--- config.mk ---
export PLATFORM = sky130hd
export DESIGN_NAME = pcx_rle_pixel_decoder
export DESIGN_NICKNAME = d
export VERILOG_FILES = /design/src/sv/pcxrle_pkg.sv /design/src/sv/pcxrle_fifo.sv /design/src/sv/pcxrle_front.sv /design/src/sv/pcxrle_back.sv /design/src/sv/pcx_rle_pixel_decoder.sv
export SDC_FILE = /design/constraint.sdc
export NUM_CORES = 1
export LEC_CHECK = 0
export BUFFER_PORTS_ARGS = -buffer_cell sky130_fd_sc_hd__buf_4
export CORE_MARGIN = 5
export CORE_UTILIZATION = 50
export CTS_CLUSTER_DIAMETER = 200
export DETAILED_ROUTE_END_ITERATION = 8
export GPL_TIMING_DRIVEN = 0
export PLACE_DENSITY = 0.65
export SLEW_MARGIN = 20
export SYNTH_ARGS = -nofsm -noshare
export SYNTH_HDL_FRONTEND = slang
export SYNTH_SLANG_ARGS = --single-unit
--- constraint.sdc ---
create_clock -name clk -period 10.8 [get_ports clk]
set_input_delay 0.54 -clock clk [delete_from_list [all_inputs] [get_ports clk]]
set_output_delay 0.54 -clock clk [all_outputs]
set_load 0.05 [all_outputs]
--- src/sv/pcxrle_pkg.sv ---
// ----------------------------------------------------------------------------
// PCX RLE pixel decoder package
// Shared types and constants for the decoder front end, back end and top level.
// ----------------------------------------------------------------------------
package pcxrle_pkg;

	// Field widths fixed by the stream and register formats.
	localparam int BYTE_W     = 8;
	localparam int RUN_W      = 6;
	localparam int DIM_W      = 11;
	localparam int OFS_W      = 10;
	localparam int COL_W      = 10;
	localparam int ROW_W      = 11;
	localparam int CNT_W      = 21;
	localparam int PIX_ADDR_W = 20;
	localparam int PROD_W     = 23;
	localparam int SUM_W      = 24;
	localparam int CFG_IDX_W  = 3;

	// A byte at or above this mark is a run header.
	localparam logic [BYTE_W-1:0] RUN_MARK = 8'd192;
	localparam logic [BYTE_W-1:0] RUN_MASK = 8'h3F;

	// Image dimension limits.
	localparam logic [DIM_W-1:0] DIM_MIN = 11'd1;
	localparam logic [DIM_W-1:0] DIM_MAX = 11'd1024;

	// Configuration register indexes.
	localparam logic [CFG_IDX_W-1:0] CFG_IMAGE_WIDTH  = 3'd0;
	localparam logic [CFG_IDX_W-1:0] CFG_IMAGE_HEIGHT = 3'd1;
	localparam logic [CFG_IDX_W-1:0] CFG_OFFSET_X     = 3'd2;
	localparam logic [CFG_IDX_W-1:0] CFG_OFFSET_Y     = 3'd3;
	localparam logic [CFG_IDX_W-1:0] CFG_LINE_STRIDE  = 3'd4;

	// Register values after reset.
	localparam logic [DIM_W-1:0] RST_IMAGE_WIDTH  = 11'd320;
	localparam logic [DIM_W-1:0] RST_IMAGE_HEIGHT = 11'd240;
	localparam logic [OFS_W-1:0] RST_OFFSET_X     = 10'd0;
	localparam logic [OFS_W-1:0] RST_OFFSET_Y     = 10'd0;
	localparam logic [DIM_W-1:0] RST_LINE_STRIDE  = 11'd320;

	// One beat of the compressed input stream.
	typedef struct packed {
		logic [BYTE_W-1:0] code_byte;
		logic              frame_start;
	} code_item_t;

	// One beat of decoded pixel output.
	typedef struct packed {
		logic [PIX_ADDR_W-1:0] pixel_address;
		logic [BYTE_W-1:0]     pixel_value;
		logic                  last_of_run;
		logic                  image_done;
	} pixel_item_t;

	// Configuration register file contents.
	typedef struct packed {
		logic [DIM_W-1:0] image_width;
		logic [DIM_W-1:0] image_height;
		logic [OFS_W-1:0] offset_x;
		logic [OFS_W-1:0] offset_y;
		logic [DIM_W-1:0] line_stride;
	} cfg_t;

	// Command from the front end to the back end: optional position clear,
	// then count copies of value.
	typedef struct packed {
		logic              clear;
		logic [BYTE_W-1:0] value;
		logic [RUN_W-1:0]  count;
	} cmd_t;

	// Back end sequencer states.
	typedef enum logic {
		BK_IDLE,
		BK_RUN
	} back_state_t;

endpackage

--- src/sv/pcxrle_fifo.sv ---
// ----------------------------------------------------------------------------
// PCX RLE small queue
// Register-based first-in first-out queue with full, empty and fill level.
// ----------------------------------------------------------------------------
module pcxrle_fifo #(
	parameter int WIDTH = 8,
	parameter int DEPTH = 4,
	localparam int PtrW = $clog2(DEPTH),
	localparam int LvlW = $clog2(DEPTH + 1)
) (
	input  logic             clk,
	input  logic             arst_n,
	input  logic             wr_en,
	input  logic [WIDTH-1:0] wr_data,
	input  logic             rd_en,
	output logic [WIDTH-1:0] rd_data,
	output logic             full,
	output logic             empty,
	output logic [LvlW-1:0]  level
);

	logic [WIDTH-1:0] mem_q [DEPTH];
	logic [PtrW-1:0]  wr_ptr_q;
	logic [PtrW-1:0]  rd_ptr_q;
	logic [LvlW-1:0]  level_q;
	logic             do_wr;
	logic             do_rd;

	// Qualify the strobes against the queue state.
	assign do_wr = wr_en && !full;
	assign do_rd = rd_en && !empty;

	assign full    = (level_q == LvlW'(DEPTH));
	assign empty   = (level_q == '0);
	assign level   = level_q;
	assign rd_data = mem_q[rd_ptr_q];

	// Storage write.
	always_ff @(posedge clk) begin
		if (do_wr) begin
			mem_q[wr_ptr_q] <= wr_data;
		end
	end

	// Pointers and fill level.
	always_ff @(posedge clk or negedge arst_n) begin
		if (!arst_n) begin
			wr_ptr_q <= '0;
			rd_ptr_q <= '0;
			level_q  <= '0;
		end else begin
			if (do_wr) begin
				wr_ptr_q <= (wr_ptr_q == PtrW'(DEPTH - 1)) ? '0 : wr_ptr_q + 1'b1;
			end
			if (do_rd) begin
				rd_ptr_q <= (rd_ptr_q == PtrW'(DEPTH - 1)) ? '0 : rd_ptr_q + 1'b1;
			end
			if (do_wr && !do_rd) begin
				level_q <= level_q + 1'b1;
			end else if (do_rd && !do_wr) begin
				level_q <= level_q - 1'b1;
			end
		end
	end

endmodule

--- src/sv/pcxrle_front.sv ---
// ----------------------------------------------------------------------------
// PCX RLE front end
// Accepts code bytes, tracks run headers and issues commands for the back end.
// ----------------------------------------------------------------------------
module pcxrle_front import pcxrle_pkg::*; (
	input  logic       clk,
	input  logic       arst_n,
	input  logic       push,
	input  code_item_t code,
	output logic       full,
	input  logic       cmd_full,
	output logic       cmd_push,
	output cmd_t       cmd
);

	logic             awaiting_q;
	logic [RUN_W-1:0] pending_q;
	logic             accept;
	logic             awaiting_eff;
	logic [RUN_W-1:0] pending_eff;
	logic             awaiting_nxt;
	logic [RUN_W-1:0] pending_nxt;
	logic [RUN_W-1:0] count;

	// A beat is taken whenever the command queue has room.
	assign full   = cmd_full;
	assign accept = push && !cmd_full;

	// Frame start drops any pending run before the byte is looked at.
	assign awaiting_eff = code.frame_start ? 1'b0 : awaiting_q;
	assign pending_eff  = code.frame_start ? '0 : pending_q;

	// Classify the byte: run value, literal pixel or run header.
	always_comb begin
		count        = '0;
		awaiting_nxt = 1'b0;
		pending_nxt  = '0;
		if (awaiting_eff) begin
			count = pending_eff;
		end else if (code.code_byte < RUN_MARK) begin
			count = RUN_W'(1);
		end else begin
			awaiting_nxt = 1'b1;
			pending_nxt  = RUN_W'(code.code_byte & RUN_MASK);
		end
	end

	// Only bytes that make pixels or clear the position need the back end.
	assign cmd_push  = accept && (code.frame_start || (count != '0));
	assign cmd.clear = code.frame_start;
	assign cmd.value = code.code_byte;
	assign cmd.count = count;

	// Run header tracking.
	always_ff @(posedge clk or negedge arst_n) begin
		if (!arst_n) begin
			awaiting_q <= 1'b0;
			pending_q  <= '0;
		end else if (accept) begin
			awaiting_q <= awaiting_nxt;
			pending_q  <= pending_nxt;
		end
	end

endmodule

--- src/sv/pcxrle_back.sv ---
// ----------------------------------------------------------------------------
// PCX RLE back end
// Expands commands into pixels, tracks the raster position and computes the
// framebuffer address through a one-stage multiply pipeline.
// ----------------------------------------------------------------------------
module pcxrle_back import pcxrle_pkg::*; #(
	parameter int ADDRESS_BITS = 20,
	parameter int OUT_DEPTH = 4,
	localparam int LvlW = $clog2(OUT_DEPTH + 1)
) (
	input  logic            clk,
	input  logic            arst_n,
	input  cfg_t            cfg,
	input  cmd_t            cmd,
	input  logic            cmd_empty,
	output logic            cmd_pop,
	input  logic [LvlW-1:0] out_level,
	output logic            out_push,
	output pixel_item_t     out_item
);

	localparam logic [SUM_W-1:0] ADDR_MASK = SUM_W'((64'd1 << ADDRESS_BITS) - 64'd1);

	back_state_t       state_q;
	back_state_t       state_nxt;
	logic [BYTE_W-1:0] value_q;
	logic [RUN_W-1:0]  remain_q;
	logic [COL_W-1:0]  column_q;
	logic [ROW_W-1:0]  row_q;
	logic [CNT_W-1:0]  written_q;
	logic [DIM_W-1:0]  width_q;
	logic [CNT_W-1:0]  total_q;
	logic [DIM_W-1:0]  width_clamp;
	logic [DIM_W-1:0]  height_clamp;

	logic              credit_ok;
	logic              image_full;
	logic              fire;
	logic              last_px;
	logic              done_px;
	logic              wrap;

	logic              valid_s1;
	logic [PROD_W-1:0] prod_s1;
	logic [DIM_W-1:0]  colsum_s1;
	logic [BYTE_W-1:0] value_s1;
	logic              last_s1;
	logic              done_s1;
	logic [SUM_W-1:0]  addr_sum;

	// Clamp the image dimensions into the legal range.
	always_comb begin
		width_clamp = cfg.image_width;
		if (cfg.image_width == '0) begin
			width_clamp = DIM_MIN;
		end else if (cfg.image_width > DIM_MAX) begin
			width_clamp = DIM_MAX;
		end
		height_clamp = cfg.image_height;
		if (cfg.image_height == '0) begin
			height_clamp = DIM_MIN;
		end else if (cfg.image_height > DIM_MAX) begin
			height_clamp = DIM_MAX;
		end
	end

	// Derived geometry, refreshed every cycle from the register file.
	always_ff @(posedge clk) begin
		width_q <= width_clamp;
		total_q <= CNT_W'(width_clamp * height_clamp);
	end

	// Issue a pixel only when the output queue is sure to have room for it.
	assign credit_ok  = (({1'b0, out_level} + (LvlW + 1)'(valid_s1)) <
		(LvlW + 1)'(OUT_DEPTH));
	assign image_full = (written_q >= total_q);
	assign done_px    = ((written_q + 1'b1) == total_q);
	assign last_px    = (remain_q == RUN_W'(1)) || done_px;
	assign wrap       = (({1'b0, column_q} + 1'b1) >= width_q);

	// Sequencer next state.
	always_comb begin
		state_nxt = state_q;
		unique case (state_q)
			BK_IDLE: begin
				if (!cmd_empty && (cmd.count != '0)) begin
					state_nxt = BK_RUN;
				end
			end
			BK_RUN: begin
				if (image_full || (fire && last_px)) begin
					state_nxt = BK_IDLE;
				end
			end
			default: state_nxt = BK_IDLE;
		endcase
	end

	// Sequencer outputs.
	always_comb begin
		cmd_pop = 1'b0;
		fire    = 1'b0;
		unique case (state_q)
			BK_IDLE: cmd_pop = !cmd_empty;
			BK_RUN:  fire    = credit_ok && !image_full;
			default: begin
				cmd_pop = 1'b0;
				fire    = 1'b0;
			end
		endcase
	end

	// Command load and raster position.
	always_ff @(posedge clk or negedge arst_n) begin
		if (!arst_n) begin
			state_q   <= BK_IDLE;
			remain_q  <= '0;
			column_q  <= '0;
			row_q     <= '0;
			written_q <= '0;
		end else begin
			state_q <= state_nxt;
			if (cmd_pop) begin
				remain_q <= cmd.count;
				if (cmd.clear) begin
					column_q  <= '0;
					row_q     <= '0;
					written_q <= '0;
				end
			end else if (fire) begin
				remain_q  <= remain_q - 1'b1;
				written_q <= written_q + 1'b1;
				if (wrap) begin
					column_q <= '0;
					row_q    <= row_q + 1'b1;
				end else begin
					column_q <= column_q + 1'b1;
				end
			end
		end
	end

	// Pixel value of the current command.
	always_ff @(posedge clk) begin
		if (cmd_pop) begin
			value_q <= cmd.value;
		end
	end

	// Stage 1: line base product and column sum.
	always_ff @(posedge clk or negedge arst_n) begin
		if (!arst_n) begin
			valid_s1 <= 1'b0;
		end else begin
			valid_s1 <= fire;
		end
	end

	always_ff @(posedge clk) begin
		if (fire) begin
			prod_s1   <= PROD_W'(({1'b0, row_q} + (ROW_W + 1)'(cfg.offset_y)) *
				cfg.line_stride);
			colsum_s1 <= {1'b0, column_q} + DIM_W'(cfg.offset_x);
			value_s1  <= value_q;
			last_s1   <= last_px;
			done_s1   <= done_px;
		end
	end

	// Final address add, wrapped to the framebuffer address space.
	assign addr_sum = (SUM_W'(prod_s1) + SUM_W'(colsum_s1)) & ADDR_MASK;

	assign out_push               = valid_s1;
	assign out_item.pixel_address = addr_sum[PIX_ADDR_W-1:0];
	assign out_item.pixel_value   = value_s1;
	assign out_item.last_of_run   = last_s1;
	assign out_item.image_done    = done_s1;

endmodule

--- src/sv/pcx_rle_pixel_decoder.sv ---
// ----------------------------------------------------------------------------
// PCX RLE pixel decoder
// Decodes a PCX run-length byte stream into framebuffer pixel writes.
// ----------------------------------------------------------------------------
// Usage: compressed bytes enter on the code queue port (push/full), one beat
// per byte; frame_start on a beat resets the raster position and any pending
// run before that byte is decoded. Pixel writes leave on the pixel queue port
// (empty/pop), oldest first, each with its framebuffer address, value, a
// last_of_run flag and an image_done flag on the final pixel of the image.
// Registers are written through cfg_valid/cfg_ready, which is always ready.
// A literal byte passes the command queue, the back end's command load, the
// address stage and the pixel queue before its pixel shows. The back end loads
// each command, then issues one pixel per cycle while the pixel queue has room
// and takes no new command until the run is through; the single address
// multiplier and the pixel sequencer set this pace. A run header alone sends no
// command unless it also starts a frame, which loads a clear in the back end.
// When pop stays low, the four-entry pixel queue fills, the back end holds,
// and the four-entry command queue then raises full. Reset empties both queues,
// clears the raster position and loads the default register values.
// ----------------------------------------------------------------------------
module pcx_rle_pixel_decoder import pcxrle_pkg::*; #(
	parameter int ADDRESS_BITS = 20
) (
	input  logic                 clk,
	input  logic                 arst_n,
	input  logic                 push,
	input  code_item_t           code,
	output logic                 full,
	output logic                 empty,
	input  logic                 pop,
	output pixel_item_t          pixel,
	input  logic                 cfg_valid,
	output logic                 cfg_ready,
	input  logic [CFG_IDX_W-1:0] cfg_index,
	input  logic [DIM_W-1:0]     cfg_data
);

	localparam int CmdDepth = 4;
	localparam int OutDepth = 4;
	localparam int CmdLvlW  = $clog2(CmdDepth + 1);
	localparam int OutLvlW  = $clog2(OutDepth + 1);

	cfg_t               cfg_q;
	logic               cmd_push;
	cmd_t               cmd_in;
	cmd_t               cmd_out;
	logic               cmd_full;
	logic               cmd_empty;
	logic               cmd_pop;
	logic [CmdLvlW-1:0] cmd_level;
	logic               out_push;
	pixel_item_t        out_item;
	logic               out_full;
	logic [OutLvlW-1:0] out_level;

	// Register file; a beat is taken every cycle.
	assign cfg_ready = 1'b1;

	always_ff @(posedge clk or negedge arst_n) begin
		if (!arst_n) begin
			cfg_q.image_width  <= RST_IMAGE_WIDTH;
			cfg_q.image_height <= RST_IMAGE_HEIGHT;
			cfg_q.offset_x     <= RST_OFFSET_X;
			cfg_q.offset_y     <= RST_OFFSET_Y;
			cfg_q.line_stride  <= RST_LINE_STRIDE;
		end else if (cfg_valid && cfg_ready) begin
			unique case (cfg_index)
				CFG_IMAGE_WIDTH:  cfg_q.image_width  <= cfg_data;
				CFG_IMAGE_HEIGHT: cfg_q.image_height <= cfg_data;
				CFG_OFFSET_X:     cfg_q.offset_x     <= cfg_data[OFS_W-1:0];
				CFG_OFFSET_Y:     cfg_q.offset_y     <= cfg_data[OFS_W-1:0];
				CFG_LINE_STRIDE:  cfg_q.line_stride  <= cfg_data;
				default: ;
			endcase
		end
	end

	// Byte classification.
	pcxrle_front u_front (
		.clk      (clk),
		.arst_n   (arst_n),
		.push     (push),
		.code     (code),
		.full     (full),
		.cmd_full (cmd_full),
		.cmd_push (cmd_push),
		.cmd      (cmd_in)
	);

	// Command queue between the front and back ends.
	pcxrle_fifo #(
		.WIDTH ($bits(cmd_t)),
		.DEPTH (CmdDepth)
	) u_cmd_fifo (
		.clk     (clk),
		.arst_n  (arst_n),
		.wr_en   (cmd_push),
		.wr_data (cmd_in),
		.rd_en   (cmd_pop),
		.rd_data (cmd_out),
		.full    (cmd_full),
		.empty   (cmd_empty),
		.level   (cmd_level)
	);

	// Pixel expansion and addressing.
	pcxrle_back #(
		.ADDRESS_BITS (ADDRESS_BITS),
		.OUT_DEPTH    (OutDepth)
	) u_back (
		.clk       (clk),
		.arst_n    (arst_n),
		.cfg       (cfg_q),
		.cmd       (cmd_out),
		.cmd_empty (cmd_empty),
		.cmd_pop   (cmd_pop),
		.out_level (out_level),
		.out_push  (out_push),
		.out_item  (out_item)
	);

	// Result queue toward the pixel consumer.
	pcxrle_fifo #(
		.WIDTH ($bits(pixel_item_t)),
		.DEPTH (OutDepth)
	) u_out_fifo (
		.clk     (clk),
		.arst_n  (arst_n),
		.wr_en   (out_push),
		.wr_data (out_item),
		.rd_en   (pop),
		.rd_data (pixel),
		.full    (out_full),
		.empty   (empty),
		.level   (out_level)
	);

	// The back end's credit check must keep the pixel queue from overflowing.
	a_out_no_overflow: assert property (@(posedge clk) disable iff (!arst_n)
		out_push |-> !out_full)
		else $error("pixel pushed into a full result queue");

	// The back end must only take commands that are present.
	a_cmd_no_underflow: assert property (@(posedge clk) disable iff (!arst_n)
		cmd_pop |-> (cmd_level != '0))
		else $error("command popped from an empty queue");

	// The pixel that completes the image always ends its byte's output.
	a_done_is_last: assert property (@(posedge clk) disable iff (!arst_n)
		(!empty && pixel.image_done) |-> pixel.last_of_run)
		else $error("image_done without last_of_run");

endmodule
# ---- Word-level counts from Yosys, hierarchy flattened
# Memory sizes are Yosys's and may differ from the RTL's.
# Cells that the tools add are included.
dict set report classes {
  add_sub_neg 17
  mul 2
  n_div 0
  n_lt_le_gt_ge 6
  eq_ne 13
  shifts 0
  n_mux 42
  bitwise 1
  n_reduce_logical 43
}
# op count
set ops {}
lappend ops {{$mux 11} 8}
lappend ops {{$mux 21} 3}
lappend ops {{$mux 10} 4}
lappend ops {{$mux 6} 6}
lappend ops {{$gt 11x11->1 const B} 2}
lappend ops {{$logic_not 11->1} 2}
lappend ops {{$add 21x1->21 const B} 1}
lappend ops {{$eq 21x21->1} 1}
lappend ops {{$ge 21x21->1} 1}
lappend ops {{$mul 11x11->21} 1}
lappend ops {{$add 20x11->20} 1}
lappend ops {{$mul 12x11->20} 1}
lappend ops {{$logic_and 1x1->1} 13}
lappend ops {{$add 11x10->12} 1}
lappend ops {{$mux 1} 12}
lappend ops {{$mux 3} 4}
lappend ops {{$reduce_and 2->1} 6}
lappend ops {{$reduce_bool 6->1} 2}
lappend ops {{$add 10x1->11 const B} 1}
lappend ops {{$add 10x10->11} 1}
lappend ops {{$add 11x1->11 const B} 1}
lappend ops {{$ge 11x11->1} 1}
lappend ops {{$add 10x1->10 const B} 1}
lappend ops {{$eq 3x3->1 const B} 3}
lappend ops {{other kinds (20)} 47}
dict set report word_totals {
  register_bits 205
  latchBits 0
  ram_bits 180
  romBits 0
  inputBits 28
  output_inout_bits 33
  wordCells 153
  memories 2
}
# memory words word_bits read_ports rd_ports_with_merged_regs write_ports line_no
set memory_table {}
lappend memory_table {u_out_fifo.mem_q 4 30 1 0 1 pcxrle_fifo.sv:22} ;# logic [WIDTH-1:0] mem_q [DEPTH];
lappend memory_table {u_cmd_fifo.mem_q 4 15 1 0 1 pcxrle_fifo.sv:22}

# ---- Longest topological paths before layout
dict set report logic_depth {
  word_depth 11
  ltp_mapped 28
  ltp_nobuf 28
}

# ---- Modules after synthesis
# Synthesis repeated with hierarchy kept, for this count alone.
dict set report unflattened {
  hier_cells 2227
  area_unflattened_um2 25798.5
}
# mod instances cells_each area_each_um2
set modules_own_cells {}
lappend modules_own_cells {pcxrle_back 1 1747 15641.3}
lappend modules_own_cells {{pcxrle_fifo (u_out_fifo)} 1 194 4795.8}
lappend modules_own_cells {{pcxrle_fifo (u_cmd_fifo)} 1 116 2628.8}
lappend modules_own_cells {pcx_rle_pixel_decoder 1 118 2188.3}
lappend modules_own_cells {pcxrle_front 1 52 544.3}

# ---- Worst setup path before layout
# Ideal clock, no wire load.
dict set report synth_path {
  path_kind {reg2reg}
  from {reg u_back.row_q[0]}
  to {reg u_back.prod_s1[19], data pin}
  setup_time_ns 0.268
  arrival_ns 6.468
  path_slack_ns 4.064
  stages_incl_launch_ff 28
  path_buffers 1
  synth_period_minus_slack_ns 6.736
  cell_sequence {dfrtp_1 > ha_1 > inv_1 > fa_1 > nor2b_1 > o21ai_0 > a21oi_1 > o21ai_1 > xnor2_1 > clkbuf_1 > nand2_1 > fa_1 > fa_1 > inv_1 > fa_1 > fa_1 > inv_1 > fa_1 > inv_1 > ha_1 > a211oi_1 > nand2_1 > o21a_1 > a41oi_1 > a21oi_1 > a21o_1 > a21oi_1 > xnor3_1}
}
dict set report synth_between {
  elab_chain_cells 2
}
# element line_no
set synth_lines {}
lappend synth_lines {{start, declared} pcxrle_back.sv:29} ;# logic [ROW_W-1:0] row_q;
lappend synth_lines {{start signal, assigned} pcxrle_back.sv:135} ;# row_q <= row_q + 1'b1;
lappend synth_lines {{$add 11x10->12} pcxrle_back.sv:161} ;# prod_s1 <= PROD_W'(({1'b0, row_q} + (ROW_W + 1)'(cfg.offset_y)) *
lappend synth_lines {{$mul 12x11->20} pcxrle_back.sv:161}
lappend synth_lines {{end signal, assigned} pcxrle_back.sv:161}
lappend synth_lines {{end, declared} pcxrle_back.sv:44} ;# logic [PROD_W-1:0] prod_s1;
# Every way passes these cells.
# A chain may end at the register's enable or synchronous reset.

# ---- Worst setup path after layout
dict set report layout_path {
  from {reg u_back.row_q[1]}
  to {reg u_back.prod_s1[19], data pin}
}
# The elaborated chain is that of the path after synthesis.

==> results.md <==
- Outcome: complete, no violations
- Crit path max fanout: 10
- Synthesized Nets: 2596
- Mapped Cells: 2213
- DR DRC count: 0
- Maximum capacitance violations: 0
- Number of detailed-routing iterations run before antenna repair: 5
- CTS tree: built
- Initial cell density of the core: 50.4%
- Post-synth EDFFs: 229
- Primary flip-flop cell chosen by synthesis mapping: edfxtp_1
- Buffers from clock root to sink, at most: 3
- Global Route Usage Sum: 20.2%
- Clock tree root buffer cell: clkbuf_16
- Slowest cell delay on critical path: 0.55 ns
- Width of the die: 235 um
- Number of global-route vias before repair: 17525
- Floorplan die area: 55100 um2
- Slew margin rel.: 35.9%
- Non-Filler Instances: 3028
- Setup Viol. Count Final: 0
- Post-synth top area cell: edfxtp_1
- Global-route wire length before repair: 91700 um
- Crit path time final: 7.77 ns
- Top cells by area, synth: edfxtp_1 (27%), fa_1 (14%), dfrtp_1 (12%)
- Total instance count after detailed placement: 2949
- IO Port Bufs: 59
- Share of the synthesized area in the top cell type: 27.3%
- Fmax achieved: 129 MHz
- Area of the core: 50100 um2
- Clock-pin slew on the worst setup and hold paths: 0.06 ns
- Proportion of layout cells with a drive suffix above 1: 11.5%
- Class of the most critical hold timing path: in2reg
- Maximum number of pins on one net before global-route repair: 77
- DIE HEIGHT: 235 um
- Worst Setup Start Kind: flip-flop
- Number of synthesized register bits: 385
- Fraction of the yosys area taken by sequential cells: 42.1%
- Crit Path Class: reg2reg
- Total congestion overflow: 0
- IO Count: 61
- Post-layout utilization of the core: 56.2%
- Yosys warnings: 0
- Worst EP arrival: 8.07 ns
- Sort of element at the end of the critical path: flip-flop
- H-Tree Depth: 2
- Final hold violation count: 0
- Area Overhead vs Synth: 11.6%
- Antenna Diode Count: 0
- Post-synth ARST share: 32.2%
- Number of nets in the finished design: 2705
- Clock latency on the worst-skew pair: 0.58 ns
- Tightest Pin Transition: 0.957 ns
- Required time reported for the critical path endpoint: 11.10 ns
- Starting DRT DRC Count: 984
- Count of antenna-violating nets left after detailed routing: 0
- Detailed Route WL: 54600 um
- RePlAce Congestion: 0.862
- Total vias in the final route: 16405
- Period utilisation layout: 71.9%
- Average size of a mapped cell: 11.4 um2
- Yosys cell types: 81
- Number of cell rows: 82
- Clk sinks: 385
- Setup repair after global routing missed its margin: false
- Routed len/inst: 18.0 um
- Via/cell ratio: 5.42
- Summed instance area of the synthesized netlist: 25200 um2
- Largest clock skew in the final design: 0.0322 ns
- Count of final max-slew check failures: 0
- Number of antenna violations at the first check in global routing: 0
- Placed wire-length estimate after detailed placement: 41300 um
- Sum of negative setup slack: 0 ns
- Cell occurring most often along the worst timing path: fa_1
- Slowest stage cell on the critical path: fa_1
- Number of CTS-inserted buffers: 42
-- cells by family (layout without fill, tap and decap cells) --
group                    after synthesis  after routing  synth area share, %
other                                  1              1               0.0149
AO/OA/AOI/OAI                        241            241                 6.29
adder cells (fa/ha/maj)              355            355                 22.7
XOR/XNOR                             113            113                 3.98
flip-flops                           385            385                 42.1
multiplexers                         111            111                 6.86
buffers and inverters                386            529                 5.85
AND/OR/NAND/NOR                      621            621                 12.2
-- cell usage after synthesis, types with 4 or more instances --
cell and count:
inv_1 309, edfxtp_1 229, nand2_1 190, ha_1 184, fa_1 171, nor2_1 135, dfrtp_1 116, and2_1 80
xnor2_1 78, a21oi_1 63, mux2_2 56, o21ai_0 55, clkbuf_1 53, nand3_1 47, mux4_2 44, xor2_1 34
nor2b_1 33, dfxtp_1 32, nand2b_1 27, nor3_1 26, a21o_1 21, and3_1 14, nor4_1 13, a31oi_1 12
o21a_1 12, or3_1 12, or4_1 12, a22o_1 11, mux2i_1 11, nand4_1 11, a32o_1 9, buf_2 8
dfstp_2 8, a211oi_1 7, buf_1 7, a21boi_0 5, a221o_1 4, o211ai_1 4
-- placed cells by master (no fill, tap or decap), types with 21 or more instances in the layout --
cell type and instances:
a21o_1 21, a21oi_1 63, and2_1 76, buf_4 61, clkbuf_1 61, clkbuf_16 42
dfrtp_1 116, dfxtp_1 32, edfxtp_1 229, fa_1 171, ha_1 184, inv_1 309
mux2_2 56, mux4_2 44, nand2_1 190, nand2b_1 27, nand3_1 47, nor2_1 135
nor2b_1 33, nor3_1 26, o21ai_0 55, xnor2_1 78, xor2_1 34
-- flip-flops by register name, indices dropped and copies added, names as in the netlist, 2 cells and up --
name / flops
u_out_fifo.mem_q: 120
u_cmd_fifo.mem_q: 60
cfg_q: 53
u_back.total_q: 21
u_back.written_q: 21
u_back.prod_s1: 20
u_back.colsum_s1: 11
u_back.row_q: 11
u_back.width_q: 11
u_back.column_q: 10
u_back.value_q: 8
u_back.value_s1: 8
u_back.remain_q: 6
u_front.pending_q: 6
u_cmd_fifo.level: 3
u_out_fifo.level: 3
u_cmd_fifo.rd_ptr_q: 2
u_cmd_fifo.wr_ptr_q: 2
u_out_fifo.rd_ptr_q: 2
u_out_fifo.wr_ptr_q: 2
-- through the flow --
step                      worst slack [ns]  instance area [um2]  hold slack, ns
after floorplan                       4.06                25200           0.244
after global placement                3.08                26500           0.402
after detailed placement              2.99                26700           0.408
after CTS                             2.98                28200           0.149
after global routing                  2.52                28200           0.154
final                                 3.03                28200           0.180
-- critical path, delay by kind of cell, from the launching register on --
kind / cells / cell delay (ns)
DFF: 1 / 0.44
xor gates and xnor gates: 2 / 0.61
AOI/OAI and AO/OA: 10 / 2.34
and+or+nand+nor: 2 / 0.25
adders and majority gates: 7 / 3.25
buffers and inverters: 4 / 0.61
-- final cells by class --
type | instances | area [um2]
plain buffers | 72 | 299
clock buffers | 56 | 1160
clock inverters | 22 | 317
fillers | 4273 | 21900
inverters | 314 | 1180
multi-input cells | 1442 | 13100
flip-flops and latches | 385 | 10600
well taps | 672 | 841
repair buffers | 65 | 598
-- worst paths after layout --
kind	from	to	slack, ns	cells past startpoint
setup / recovery	u_back.row_q[1]	u_back.prod_s1[19]	3.03	25
hold / removal	code[4]	u_cmd_fifo.mem_q[3][9]	0.18	1
setup reg to reg	u_back.row_q[1]	u_back.prod_s1[19]	3.03	25
hold reg to reg	u_back.value_q[4]	u_back.value_s1[4]	0.42	0
max in group asynchronous	arst_n	cfg_q[36]	9.51	3
min in group asynchronous	arst_n	u_back.written_q[14]	0.47	2
-- what timing repair did --
| item | CTS | global route |
|---|---|---|
| hold endpoints to repair | 48 | 0 |
| buffers inserted | 0 | 0 |
| gates resized for setup | 0 | 0 |
| hold buffers | 1 | 0 |
-- per-layer routing --
metal  GRT usage, %  vias up  share of wire [%]
li1               -     7729                  -
met1           26.6     8234                 43
met2           35.3      352                 50
met3           2.71       90                4.2
met4           6.16        0                2.9
met5              0        -                  0
Power is not shown: default switching activity piles up to over one toggle a cycle in this logic, so the estimate is an artifact.
